[src/rtl/atup_pkg.sv]
`default_nettype none

package atup_pkg;

    localparam int unsigned INDEX_BITS = 16;
    localparam int unsigned VALUE_W    = 32;
    localparam int unsigned CHAR_W     = 8;
    localparam int unsigned RADIX_W    = 6;
    localparam int unsigned DIGIT_W    = 6;

    localparam logic [RADIX_W-1:0] RADIX_AUTO  = 6'd0;
    localparam logic [RADIX_W-1:0] RADIX_OCT   = 6'd8;
    localparam logic [RADIX_W-1:0] RADIX_DEC   = 6'd10;
    localparam logic [RADIX_W-1:0] RADIX_HEX   = 6'd16;
    localparam logic [RADIX_W-1:0] RADIX_RESET = RADIX_DEC;

    localparam logic [CHAR_W-1:0] CH_SPACE = 8'h20;
    localparam logic [CHAR_W-1:0] CH_TAB   = 8'h09;
    localparam logic [CHAR_W-1:0] CH_CR    = 8'h0d;
    localparam logic [CHAR_W-1:0] CH_ZERO  = 8'h30;
    localparam logic [CHAR_W-1:0] CH_NINE  = 8'h39;
    localparam logic [CHAR_W-1:0] CH_UP_A  = 8'h41;
    localparam logic [CHAR_W-1:0] CH_UP_Z  = 8'h5a;
    localparam logic [CHAR_W-1:0] CH_LO_A  = 8'h61;
    localparam logic [CHAR_W-1:0] CH_LO_Z  = 8'h7a;
    localparam logic [CHAR_W-1:0] CH_UP_X  = 8'h58;
    localparam logic [CHAR_W-1:0] CH_LO_X  = 8'h78;
    localparam logic [CHAR_W-1:0] CH_MINUS = 8'h2d;
    localparam logic [CHAR_W-1:0] CH_PLUS  = 8'h2b;
    // letters map to 10..35
    localparam logic [CHAR_W-1:0] UP_BIAS  = CH_UP_A - 8'd10;
    localparam logic [CHAR_W-1:0] LO_BIAS  = CH_LO_A - 8'd10;

    typedef enum logic [4:0] {
        PH_DONE   = 5'b00001,
        PH_LEAD   = 5'b00010,
        PH_SIGNED = 5'b00100,
        PH_ZERO   = 5'b01000,
        PH_DIGITS = 5'b10000
    } t_phase;

    typedef struct packed {
        logic               ok;
        logic [DIGIT_W-1:0] val;
    } t_digit;

    function automatic logic is_space(input logic [CHAR_W-1:0] c);
        return (c == CH_SPACE) || ((c >= CH_TAB) && (c <= CH_CR));
    endfunction

    function automatic t_digit digit_value(input logic [CHAR_W-1:0] c);
        t_digit d;
        logic [CHAR_W-1:0] diff;
        d.ok  = 1'b1;
        diff  = '0;
        if ((c >= CH_ZERO) && (c <= CH_NINE)) begin
            diff = c - CH_ZERO;
        end else if ((c >= CH_UP_A) && (c <= CH_UP_Z)) begin
            diff = c - UP_BIAS;
        end else if ((c >= CH_LO_A) && (c <= CH_LO_Z)) begin
            diff = c - LO_BIAS;
        end else begin
            d.ok = 1'b0;
        end
        d.val = diff[DIGIT_W-1:0];
        return d;
    endfunction

endpackage

`default_nettype wire

[src/rtl/ascii_to_unsigned_parser_unit.sv]
// result path: the terminating character's transaction loads the input register, and its
//   result is loaded into the result register when the input register's item moves on
// throughput: one character per cycle while results are not stalled; the per-character step
//   (decode, 32x6 multiply-add, overflow check) is combinational, input to result register
// reset: synchronous active-low i_rst_n empties both registers, sets radix to 10 and
//   leaves the parser waiting for a start mark
`default_nettype none

module ascii_to_unsigned_parser_unit (
    input  wire logic                                 i_clk,
    input  wire logic                                 i_rst_n,
    input  wire logic                                 i_cfg_we,
    input  wire logic [atup_pkg::RADIX_W-1:0]         i_cfg_data,
    input  wire logic                                 i_in_valid,
    output logic                                      o_in_ready,
    input  wire logic                                 i_first_char,
    input  wire logic [atup_pkg::CHAR_W-1:0]          i_char_code,
    output logic                                      o_out_valid,
    input  wire logic                                 i_out_ready,
    output logic      [atup_pkg::VALUE_W-1:0]         o_value,
    output logic      [atup_pkg::INDEX_BITS-1:0]      o_end_index,
    output logic                                      o_digits_seen,
    output logic                                      o_overflowed,
    output logic                                      o_minus_sign
);
    import atup_pkg::*;

    localparam logic [INDEX_BITS-1:0] IDX_MAX = '1;

    logic [RADIX_W-1:0]    r_radix;
    logic                  r_in_valid, n_in_valid;
    logic                  r_in_first;
    logic [CHAR_W-1:0]     r_in_char;

    t_phase                r_phase, n_phase;
    logic [RADIX_W-1:0]    r_base, n_base;
    logic [VALUE_W-1:0]    r_acc, n_acc;
    logic                  r_seen, n_seen;
    logic                  r_over, n_over;
    logic                  r_neg, n_neg;
    logic [INDEX_BITS-1:0] r_idx, n_idx;

    logic                  r_out_valid, n_out_valid;
    logic [VALUE_W-1:0]    r_value, n_value;
    logic [INDEX_BITS-1:0] r_end_index, n_end_index;
    logic                  r_dseen, n_dseen;
    logic                  r_ovf, n_ovf;
    logic                  r_minus, n_minus;

    logic                  in_take;
    logic                  adv;
    logic                  emit;

    t_phase                eff_phase;
    logic [RADIX_W-1:0]    eff_base;
    logic [VALUE_W-1:0]    eff_acc;
    logic                  eff_seen, eff_over, eff_neg;
    logic [INDEX_BITS-1:0] eff_idx;

    logic                  cand_zero;
    logic [RADIX_W-1:0]    cand_base;
    logic [RADIX_W-1:0]    step_base;
    t_digit                dig;
    logic                  dig_ok;
    logic [VALUE_W-1:0]    mac_sum;
    logic                  mac_carry;

    // item in the input register moves on when the result register can take a result
    assign adv        = r_in_valid && (!r_out_valid || i_out_ready);
    assign o_in_ready = !r_in_valid || adv;
    assign in_take    = i_in_valid && o_in_ready;
    assign n_in_valid = in_take ? 1'b1 : (adv ? 1'b0 : r_in_valid);

    // start mark restarts the parser on this very character
    assign eff_phase = r_in_first ? PH_LEAD : r_phase;
    assign eff_base  = r_in_first ? '0 : r_base;
    assign eff_acc   = r_in_first ? '0 : r_acc;
    assign eff_seen  = r_in_first ? 1'b0 : r_seen;
    assign eff_over  = r_in_first ? 1'b0 : r_over;
    assign eff_neg   = r_in_first ? 1'b0 : r_neg;
    assign eff_idx   = r_in_first ? '0
                     : ((r_idx != IDX_MAX) ? r_idx + INDEX_BITS'(1) : r_idx);

    assign cand_zero = ((r_radix == RADIX_AUTO) || (r_radix == RADIX_HEX))
                       && (r_in_char == CH_ZERO);
    assign cand_base = (r_radix == RADIX_AUTO) ? RADIX_DEC : r_radix;
    assign step_base = ((eff_phase == PH_LEAD) || (eff_phase == PH_SIGNED))
                       ? cand_base : eff_base;

    assign dig    = digit_value(r_in_char);
    assign dig_ok = dig.ok && (dig.val < step_base);

    atup_mac u_mac (
        .i_acc   (eff_acc),
        .i_base  (step_base),
        .i_digit (dig.val),
        .o_sum   (mac_sum),
        .o_carry (mac_carry)
    );

    always_comb begin
        logic do_cand;
        logic do_digit;
        logic step_seen;
        do_cand   = 1'b0;
        do_digit  = 1'b0;
        step_seen = eff_seen;
        emit      = 1'b0;
        n_phase   = eff_phase;
        n_base    = eff_base;
        n_acc     = eff_acc;
        n_seen    = eff_seen;
        n_over    = eff_over;
        n_neg     = eff_neg;
        n_idx     = eff_idx;

        unique case (eff_phase)
            PH_LEAD: begin
                if (is_space(r_in_char)) begin
                    n_phase = PH_LEAD;
                end else if (r_in_char == CH_MINUS) begin
                    n_neg   = 1'b1;
                    n_phase = PH_SIGNED;
                end else if (r_in_char == CH_PLUS) begin
                    n_phase = PH_SIGNED;
                end else begin
                    do_cand = 1'b1;
                end
            end
            PH_SIGNED: begin
                do_cand = 1'b1;
            end
            PH_ZERO: begin
                if ((r_in_char == CH_LO_X) || (r_in_char == CH_UP_X)) begin
                    n_base  = RADIX_HEX;
                    n_phase = PH_DIGITS;
                end else begin
                    // the leading zero counts as a digit of value zero
                    step_seen = 1'b1;
                    n_seen    = 1'b1;
                    do_digit  = 1'b1;
                end
            end
            PH_DIGITS: begin
                do_digit = 1'b1;
            end
            PH_DONE: begin
                n_phase = PH_DONE;
            end
            default: begin
                n_phase = PH_DONE;
            end
        endcase

        if (do_cand) begin
            if (cand_zero) begin
                n_base  = (r_radix == RADIX_AUTO) ? RADIX_OCT : RADIX_HEX;
                n_phase = PH_ZERO;
            end else begin
                n_base   = cand_base;
                do_digit = 1'b1;
            end
        end

        if (do_digit) begin
            n_phase = PH_DIGITS;
            if (!dig_ok) begin
                emit    = 1'b1;
                n_phase = PH_DONE;
            end else if (eff_over || mac_carry) begin
                n_over = 1'b1;
                n_seen = 1'b1;
            end else begin
                n_acc  = mac_sum;
                n_seen = 1'b1;
            end
        end

        // characters outside a string leave the state alone
        if (!r_in_first && (r_phase == PH_DONE)) begin
            emit    = 1'b0;
            n_phase = r_phase;
            n_base  = r_base;
            n_acc   = r_acc;
            n_seen  = r_seen;
            n_over  = r_over;
            n_neg   = r_neg;
            n_idx   = r_idx;
        end

        if (eff_over) begin
            n_value = '1;
        end else if (eff_neg) begin
            n_value = ~eff_acc + VALUE_W'(1);
        end else begin
            n_value = eff_acc;
        end
        n_end_index = step_seen ? eff_idx : '0;
        n_dseen     = step_seen;
        n_ovf       = eff_over;
        n_minus     = eff_neg;

        if (adv && emit) begin
            n_out_valid = 1'b1;
        end else if (i_out_ready) begin
            n_out_valid = 1'b0;
        end else begin
            n_out_valid = r_out_valid;
        end
    end

    always_ff @(posedge i_clk) begin
        if (!i_rst_n) begin
            r_radix     <= RADIX_RESET;
            r_in_valid  <= 1'b0;
            r_out_valid <= 1'b0;
            r_phase     <= PH_DONE;
            r_base      <= '0;
            r_acc       <= '0;
            r_seen      <= 1'b0;
            r_over      <= 1'b0;
            r_neg       <= 1'b0;
            r_idx       <= '0;
        end else begin
            r_in_valid  <= n_in_valid;
            r_out_valid <= n_out_valid;
            if (i_cfg_we) begin
                r_radix <= i_cfg_data;
            end
            if (adv) begin
                r_phase <= n_phase;
                r_base  <= n_base;
                r_acc   <= n_acc;
                r_seen  <= n_seen;
                r_over  <= n_over;
                r_neg   <= n_neg;
                r_idx   <= n_idx;
            end
        end
    end

    always_ff @(posedge i_clk) begin
        if (in_take) begin
            r_in_first <= i_first_char;
            r_in_char  <= i_char_code;
        end
        if (adv && emit) begin
            r_value     <= n_value;
            r_end_index <= n_end_index;
            r_dseen     <= n_dseen;
            r_ovf       <= n_ovf;
            r_minus     <= n_minus;
        end
    end

    assign o_out_valid   = r_out_valid;
    assign o_value       = r_value;
    assign o_end_index   = r_end_index;
    assign o_digits_seen = r_dseen;
    assign o_overflowed  = r_ovf;
    assign o_minus_sign  = r_minus;

endmodule

`default_nettype wire

[src/rtl/atup_mac.sv]
`default_nettype none

module atup_mac (
    input  wire logic [atup_pkg::VALUE_W-1:0] i_acc,
    input  wire logic [atup_pkg::RADIX_W-1:0] i_base,
    input  wire logic [atup_pkg::DIGIT_W-1:0] i_digit,
    output logic      [atup_pkg::VALUE_W-1:0] o_sum,
    output logic                              o_carry
);
    import atup_pkg::*;

    localparam int unsigned PROD_W = VALUE_W + RADIX_W;

    logic [PROD_W-1:0] prod;

    // acc * base + digit never wraps in PROD_W bits
    assign prod    = PROD_W'(i_acc) * PROD_W'(i_base) + PROD_W'(i_digit);
    assign o_sum   = prod[VALUE_W-1:0];
    assign o_carry = |prod[PROD_W-1:VALUE_W];

endmodule

`default_nettype wire

[config.mk]
export PLATFORM = sky130hd
export DESIGN_NAME = ascii_to_unsigned_parser_unit
export DESIGN_NICKNAME = d
export VERILOG_FILES = /design/src/rtl/atup_pkg.sv /design/src/rtl/ascii_to_unsigned_parser_unit.sv /design/src/rtl/atup_mac.sv
export SDC_FILE = /design/constraint.sdc
export NUM_CORES = 1
export LEC_CHECK = 0
export CELL_PAD_IN_SITES_DETAIL_PLACEMENT = 2
export CELL_PAD_IN_SITES_GLOBAL_PLACEMENT = 2
export CORE_ASPECT_RATIO = 1.4
export CORE_MARGIN = 2
export CORE_UTILIZATION = 25
export DETAILED_ROUTE_END_ITERATION = 16
export DONT_BUFFER_PORTS = 1
export HOLD_SLACK_MARGIN = 0.08
export PLACE_DENSITY = 0.54
export SYNTH_ARGS = -nofsm -noshare
export SYNTH_HDL_FRONTEND = slang
export SYNTH_SLANG_ARGS = --single-unit
[constraint.sdc]
create_clock -name i_clk -period 10.6 [get_ports i_clk]
set_clock_uncertainty 0.05 [all_clocks]
set_input_delay 0.53 -clock i_clk [delete_from_list [all_inputs] [get_ports i_clk]]
set_output_delay 0.53 -clock i_clk [all_outputs]
set_load 0.05 [all_outputs]
==> results of run 1 <==
## per-stage QoR
| stage | setup slack, ns | hold WS, ns |
|---|---|---|
| global route | 2.40 | 0.114 |
| detailed placement | 2.90 | 0.447 |
| floorplan | 3.39 | 0.404 |
| finish | 2.92 | 0.127 |
| CTS | 2.88 | 0.0963 |
| global placement | 3.03 | 0.436 |
## final timing paths
check	from	endpoint	slack [ns]	depth (start not counted)
min reg2reg	r_radix[3]$_SDFFE_PN1P_	r_radix[3]$_SDFFE_PN1P_	0.45	2
max	r_phase[0]$_SDFFE_PN1P_	r_acc[2]$_SDFFE_PN0P_	2.92	24
max reg2reg	r_phase[0]$_SDFFE_PN1P_	r_acc[2]$_SDFFE_PN0P_	2.92	24
min	i_rst_n	r_radix[3]$_SDFFE_PN1P_	0.13	1
## cells in the mapped netlist (4+ instances only)
cell,count,area [um2]
o21ai_0,53,265
nor2_1,286,1070
a21oi_1,126,631
nand3_1,18,90.1
nor2b_1,10,62.6
buf_4,4,30.0
and4_1,7,61.3
nand4_1,14,87.6
nand2_1,128,480
and3_1,13,81.3
nor3_2,7,70.1
a21o_1,12,90.1
nor3_1,30,150
o21ai_1,5,25.0
inv_1,64,240
fa_1,124,2480
nor3b_1,12,90.1
xnor2_1,24,210
a22oi_1,13,97.6
a31oi_1,15,93.8
clkbuf_1,53,199
buf_1,8,30.0
or3_1,14,87.6
nor4_1,9,56.3
ha_1,97,1210
and2_1,5,31.3
nand3b_1,21,158
or2_2,13,81.3
o22ai_1,4,25.0
o31ai_1,17,128
dfxtp_1,70,1400
buf_2,14,70.1
nand2b_1,17,106
mux2i_1,17,170
o21bai_1,6,45.0
xor2_1,46,403
o211ai_1,4,30.0
o21a_1,15,113
a211oi_1,5,37.5
edfxtp_1,60,1800
## cells by family (layout without fill, tap and decap cells)
kind of cell	Yosys count	count (layout)	synth area share [%]
and+or+nand+nor	615	615	21.8
AOI/OAI and AO/OA	323	323	15.5
adders and majority gates	221	221	28.0
buffers and inverters	146	111	4.46
DFF	130	130	24.2
xor gates and xnor gates	70	70	4.64
muxes	19	19	1.46
## sequential cells by signal, indices dropped and copies added, names as in the netlist
signal / flops
r_in_char: 8
r_in_valid: 1
r_radix: 6
o_digits_seen: 1
r_over: 1
r_seen: 1
r_base: 6
r_neg: 1
r_idx: 16
r_phase: 5
o_overflowed: 1
r_in_first: 1
o_end_index: 16
o_value: 32
o_out_valid: 1
o_minus_sign: 1
r_acc: 32
## report_power, final
part           switching (uW)  internal (uW)  leakage, uW
clock                     229            372     0.000283
combinational            76.0           28.0      0.00460
sequential               17.6            531      0.00120
total                     323            931      0.00608
## routing by layer
metal / up-vias / part of all wire (%) / global-route usage [%]
li1: 5189 / - / -
met1: 5778 / 44 / 22.2
met2: 111 / 53 / 33.6
met3: 38 / 1.4 / 1.39
met4: 0 / 2.1 / 5.44
met5: - / 0 / 0
## critical path, stage by stage (launching register included)
cell	delay (ns)
dfxtp_1	0.50
nor3_1	0.15
a21oi_4	0.50
mux2i_4	0.31
buf_4	0.41
nor2_1	0.14
fa_1	0.56
inv_1	0.05
fa_1	0.49
inv_1	0.06
fa_1	0.53
inv_1	0.06
fa_1	0.51
inv_1	0.05
ha_1	0.35
o211ai_1	0.11
a21oi_1	0.11
o2111ai_1	0.32
nand3_2	0.25
a311o_1	0.42
a2111o_1	0.46
nor4_4	0.16
buf_4	0.48
nor2_1	0.19
a32o_1	0.32
## layout make-up
type / instances / area, um2 / share of cell area, %
Clock buffer: 20 / 447 / 3.07
Timing Repair Buffer: 15 / 113 / 0.775
Inverter: 65 / 244 / 1.68
Clock inverter: 11 / 138 / 0.947
Multi-Input combinational cell: 1248 / 9510 / 65.4
Sequential cell: 130 / 3200 / 22.0
Tap cell: 707 / 885 / 6.08
==> flow_summary.yaml, run 1 <==
outcome:
  status: "complete, no violations"
global_route:
  grt_pass1_vias: 12800
  grt_max_degree: 61
  antenna_found_initial: 0
  grt_overflow_total: 0
  grt_pass1_wl_um: 76800
  grt.total_usage_pct: 18.2
placed_design:
  dp_hpwl_um: 38400
  place_congestion: 0.807
  dp.cells: 2165
  place_area_um2: 14000
  io_buffer_count: 0
detailed_routing:
  drt_iter0_drc: 417
  ant_nets: 0
  wire_per_inst_um: 21.8
  totalWireLength_um: 48000
  vias: 11100
  drtPass1Iterations: 4
  drc_errors: 0
  viasPerCell: 5.06
timing:
  maxSlewViolCount: 0
  slew_headroom_pct: 29.2
  period_needed_ns: 7.68
  rsz0062_at_grt: "no"
  finalHoldViolCount: 0
  fin_tns_setup_ns: 0
  setup_viol: 0
  fmax_ghz: 0.130
  worst_pin_slew_ns: 1.06
  finalCritPeriodShare_pct: 72.5
setup_path:
  cp.required_ns: 10.88
  cp-start-kind: "flop"
  worstPathMaxFanout: 51
  cp.arrival_ns: 7.96
  endpoint_kind: "flop"
  crit_type: "flop to flop"
cts:
  cts_root_buffer: "clkbuf_16"
  numCtsBuffers: 17
  cts.sinks: 130
  cts_max_level: 4
  cts_tree: "built"
  clk_path_buf_depth: 2
  holdBufCountCts: 0
  postCtsSetupRepairBufs: 0
  path_clk_slew_ns: 0.06
  clk_latency_ns: 0.44
  cts_resized: 0
synthesis:
  synth_cell_types: 79
  ys_ff_latch: 130
  syn_area_um2: 13200
  synth_ff_type: "dfxtp_1"
  synthCells: 1524
  ys_warn_count: 0
  synth_fp_nets: 1765
  synth-edff-count: 60
  avgSynthCellArea_um2: 8.67
  async_flop_share_pct: 0
  yosysSeqAreaShare_pct: 24.2
floorplan:
  core_area_um2: 52100
  die_width_um: 198
  die_height_um: 276
  start_util_pct: 25.3
  rows: 99
  num_io_pins: 73
  die_area_um2: 54700
final_layout:
  final_cells: 2196
  nFillCells: 5871
  utilization_pct: 27.9
  nets: 1718
  layout_common_cells: "nor2_1 (286), nand2_1 (128), a21oi_1 (126)"
  diodes: 0
  design_area_um2: 14500
  final_layout_size_suffix_gt1_share_pct: 5.84
  layout_commonest_cell: "nor2_1"
  synthToLayoutAreaGrowth_pct: 10.0
power:
  p_per_area_nw_per_um2: 86.2
  ir_worst_vdd_mv: 0.108
  p_total_uw: 1250
  p_leak_uw: 0.00608
worst_hold_path:
  hp-class: "primary input to flop"
run:
  maxCapViolations: 0
(Power assumes the default switching activity.)
==> inputs of run 2 (changes only) <==
Settings changed: PLACE_DENSITY 0.54 to 0.56.
Clock period 10.6 ns to 6.95 ns, I/O delays scaled along.
==> run 2 against run 1 <==
Effect of this change:
- clock power is 54% higher
- critical path type unchanged
- combinational power grew 88%
- critical path depth decreased by 2
- highest routed layer unchanged
==> flow_summary.yaml, run 2 (same netlist as run 1, synthesis figures left out) <==
outcome:
  status: "complete, no violations"
timing:
  worst_pin_slew_ns: 0.989
  finalCritPeriodShare_pct: 96.5
  period_needed_ns: 6.71
  maxSlewViolCount: 0
  finalWorstSetupSlack_ns: 0.243
  slew_headroom_pct: 34.0
  fmax_ghz: 0.149
  finalHoldViolCount: 0
  fin_tns_setup_ns: 0
  setup_viol: 0
  hold_slack_ns: 0.112
cts:
  clk_path_buf_depth: 2
  cts_max_level: 4
  numCtsBuffers: 17
  clk_latency_ns: 0.43
  cts_root_buffer: "clkbuf_16"
  cts_tree: "built"
  path_clk_slew_ns: 0.06
  cts.sinks: 130
run:
  maxCapViolations: 0
floorplan:
  num_io_pins: 73
  rows: 99
  die_area_um2: 54700
  die_width_um: 198
  die_height_um: 276
  start_util_pct: 25.3
  core_area_um2: 52100
detailed_routing:
  wire_per_inst_um: 21.3
  viasPerCell: 5.02
  ant_nets: 0
  drt_iter0_drc: 372
  vias: 11400
  totalWireLength_um: 48200
  drtPass1Iterations: 5
  drc_errors: 0
placed_design:
  io_buffer_count: 0
  place_congestion: 0.792
  post-place-ws_ns: -0.0384
  dp_hpwl_um: 39000
  dp.cells: 2203
setup_path:
  worstReg2RegStart: "r_phase[0]$_SDFFE_PN1P_"
  cp.arrival_ns: 7.02
  crit_top_cell: "fa_1"
  crit_type: "flop to flop"
  cp-start-kind: "flop"
  cp.required_ns: 7.26
  crit_slowest_cell: "or4_1"
  worstPathMaxFanout: 31
  cp-startpoint: "r_phase[0]$_SDFFE_PN1P_"
  endpoint_kind: "flop"
  crit_chain: "nor3_2 > a21oi_4 > buf_4 > mux2i_4 > buf_12 > or2_2 > fa_1 > fa_1 > inv_1 > fa_1 > ha_1 > ha_2 > nand4_1 > or4_1 > nor2b_1 > a32oi_1 > a2111o_1 > nor4_4 > buf_4 > clkbuf_16 > mux2_2 > nor2_1"
  cpPeakStageDelay_ns: 0.64
final_layout:
  nFillCells: 5840
  final_layout_size_suffix_gt1_share_pct: 9.11
  final_cells: 2265
  diodes: 0
  nets: 1786
  synthToLayoutAreaGrowth_pct: 15.4
  layout_commonest_cell: "nor2_1"
  layout_common_cells: "nor2_1 (286), nand2_1 (127), fa_1 (124)"
  utilization_pct: 29.2
worst_hold_path:
  hp-class: "primary input to flop"
  min_from: "i_rst_n"
power:
  ir_worst_vdd_mv: 0.173
  p_per_area_nw_per_um2: 128
  p_leak_uw: 0.00644
global_route:
  grt_pass1_vias: 13100
  grt_pass1_wl_um: 76500
  grt_max_degree: 55
  grt.total_usage_pct: 18.1
  antenna_found_initial: 1
  grt_overflow_total: 0
run 2: cell types whose count changed in the layout (fill, tap and decap cells not counted), sizes merged:
| cell | delta |
|---|---|
| clkinv | -3 |
| clkbuf | +1 |
| buf | +45 |
| dlygate4sd3 | +22 |
| inv | +5 |
| clkinvlp | -1 |
run 2: what timing repair did:
action                                  4_1_cts  5_1_grt
setup buffers                                 0        7
gates cloned                                  0        1
pin swaps                                     0        4
resized for setup                             1       15
endpoints found under the setup margin        6       33
hold buffers                                 22        0
hold endpoints to repair                     31        0
run 2: power breakdown:
group / internal, uW / switching, uW
logic: 66.9 / 128
registers: 810 / 23.1
clock network: 566 / 357
run 2: worst paths after layout:
check                                               to  slack [ns]  depth (start not counted)
worst min register to register  r_idx[15]$_SDFFE_PN0P_        0.46                          2
worst min-delay path            r_acc[16]$_SDFFE_PN0P_        0.11                          2
worst max-delay path             r_acc[7]$_SDFFE_PN0P_        0.24                         22
worst max register to register   r_acc[7]$_SDFFE_PN0P_        0.24                         22
run 2: per-stage QoR:
| step | power (uW) | cell area (um2) |
|---|---|---|
| final | 1950 | 15200 |
| after detailed placement | 1030 | 14300 |
| after global placement | 1030 | 14300 |
| after CTS | 1980 | 15100 |
| after global routing | 2030 | 15200 |
| after floorplan | 952 | 13200 |
run 2: critical path, delay by kind of cell, from the launching register on:
kind | cells | cell delay [ns]
adder cells (fa/ha/maj) | 5 | 2.25
AO/OA/AOI/OAI | 3 | 0.66
AND/OR/NAND/NOR | 7 | 2.00
buffers and inverters | 5 | 0.75
flip-flops | 1 | 0.32
multiplexers | 2 | 0.55
run 2: final cells by class:
| class | instances | area (um2) | area share, % |
|---|---|---|---|
| clock inverter | 12 | 154 | 1.01 |
| inverter | 65 | 244 | 1.60 |
| timing repair buffer | 83 | 769 | 5.05 |
| clock buffer | 20 | 437 | 2.86 |
| multi-input combinational | 1248 | 9550 | 62.7 |
| tap | 707 | 885 | 5.80 |
| sequential | 130 | 3200 | 21.0 |
run 2: metal layers:
layer / GRT usage, % / wire length (um) / part of all wire (%) / up-vias
li1: - / - / - / 5326
met1: 20.6 / 19600 / 41 / 5871
met5: 0 / 0 / 0 / -
met2: 35.2 / 26700 / 55 / 130
met3: 1.67 / 780 / 1.6 / 44
met4: 5.05 / 1040 / 2.2 / 0
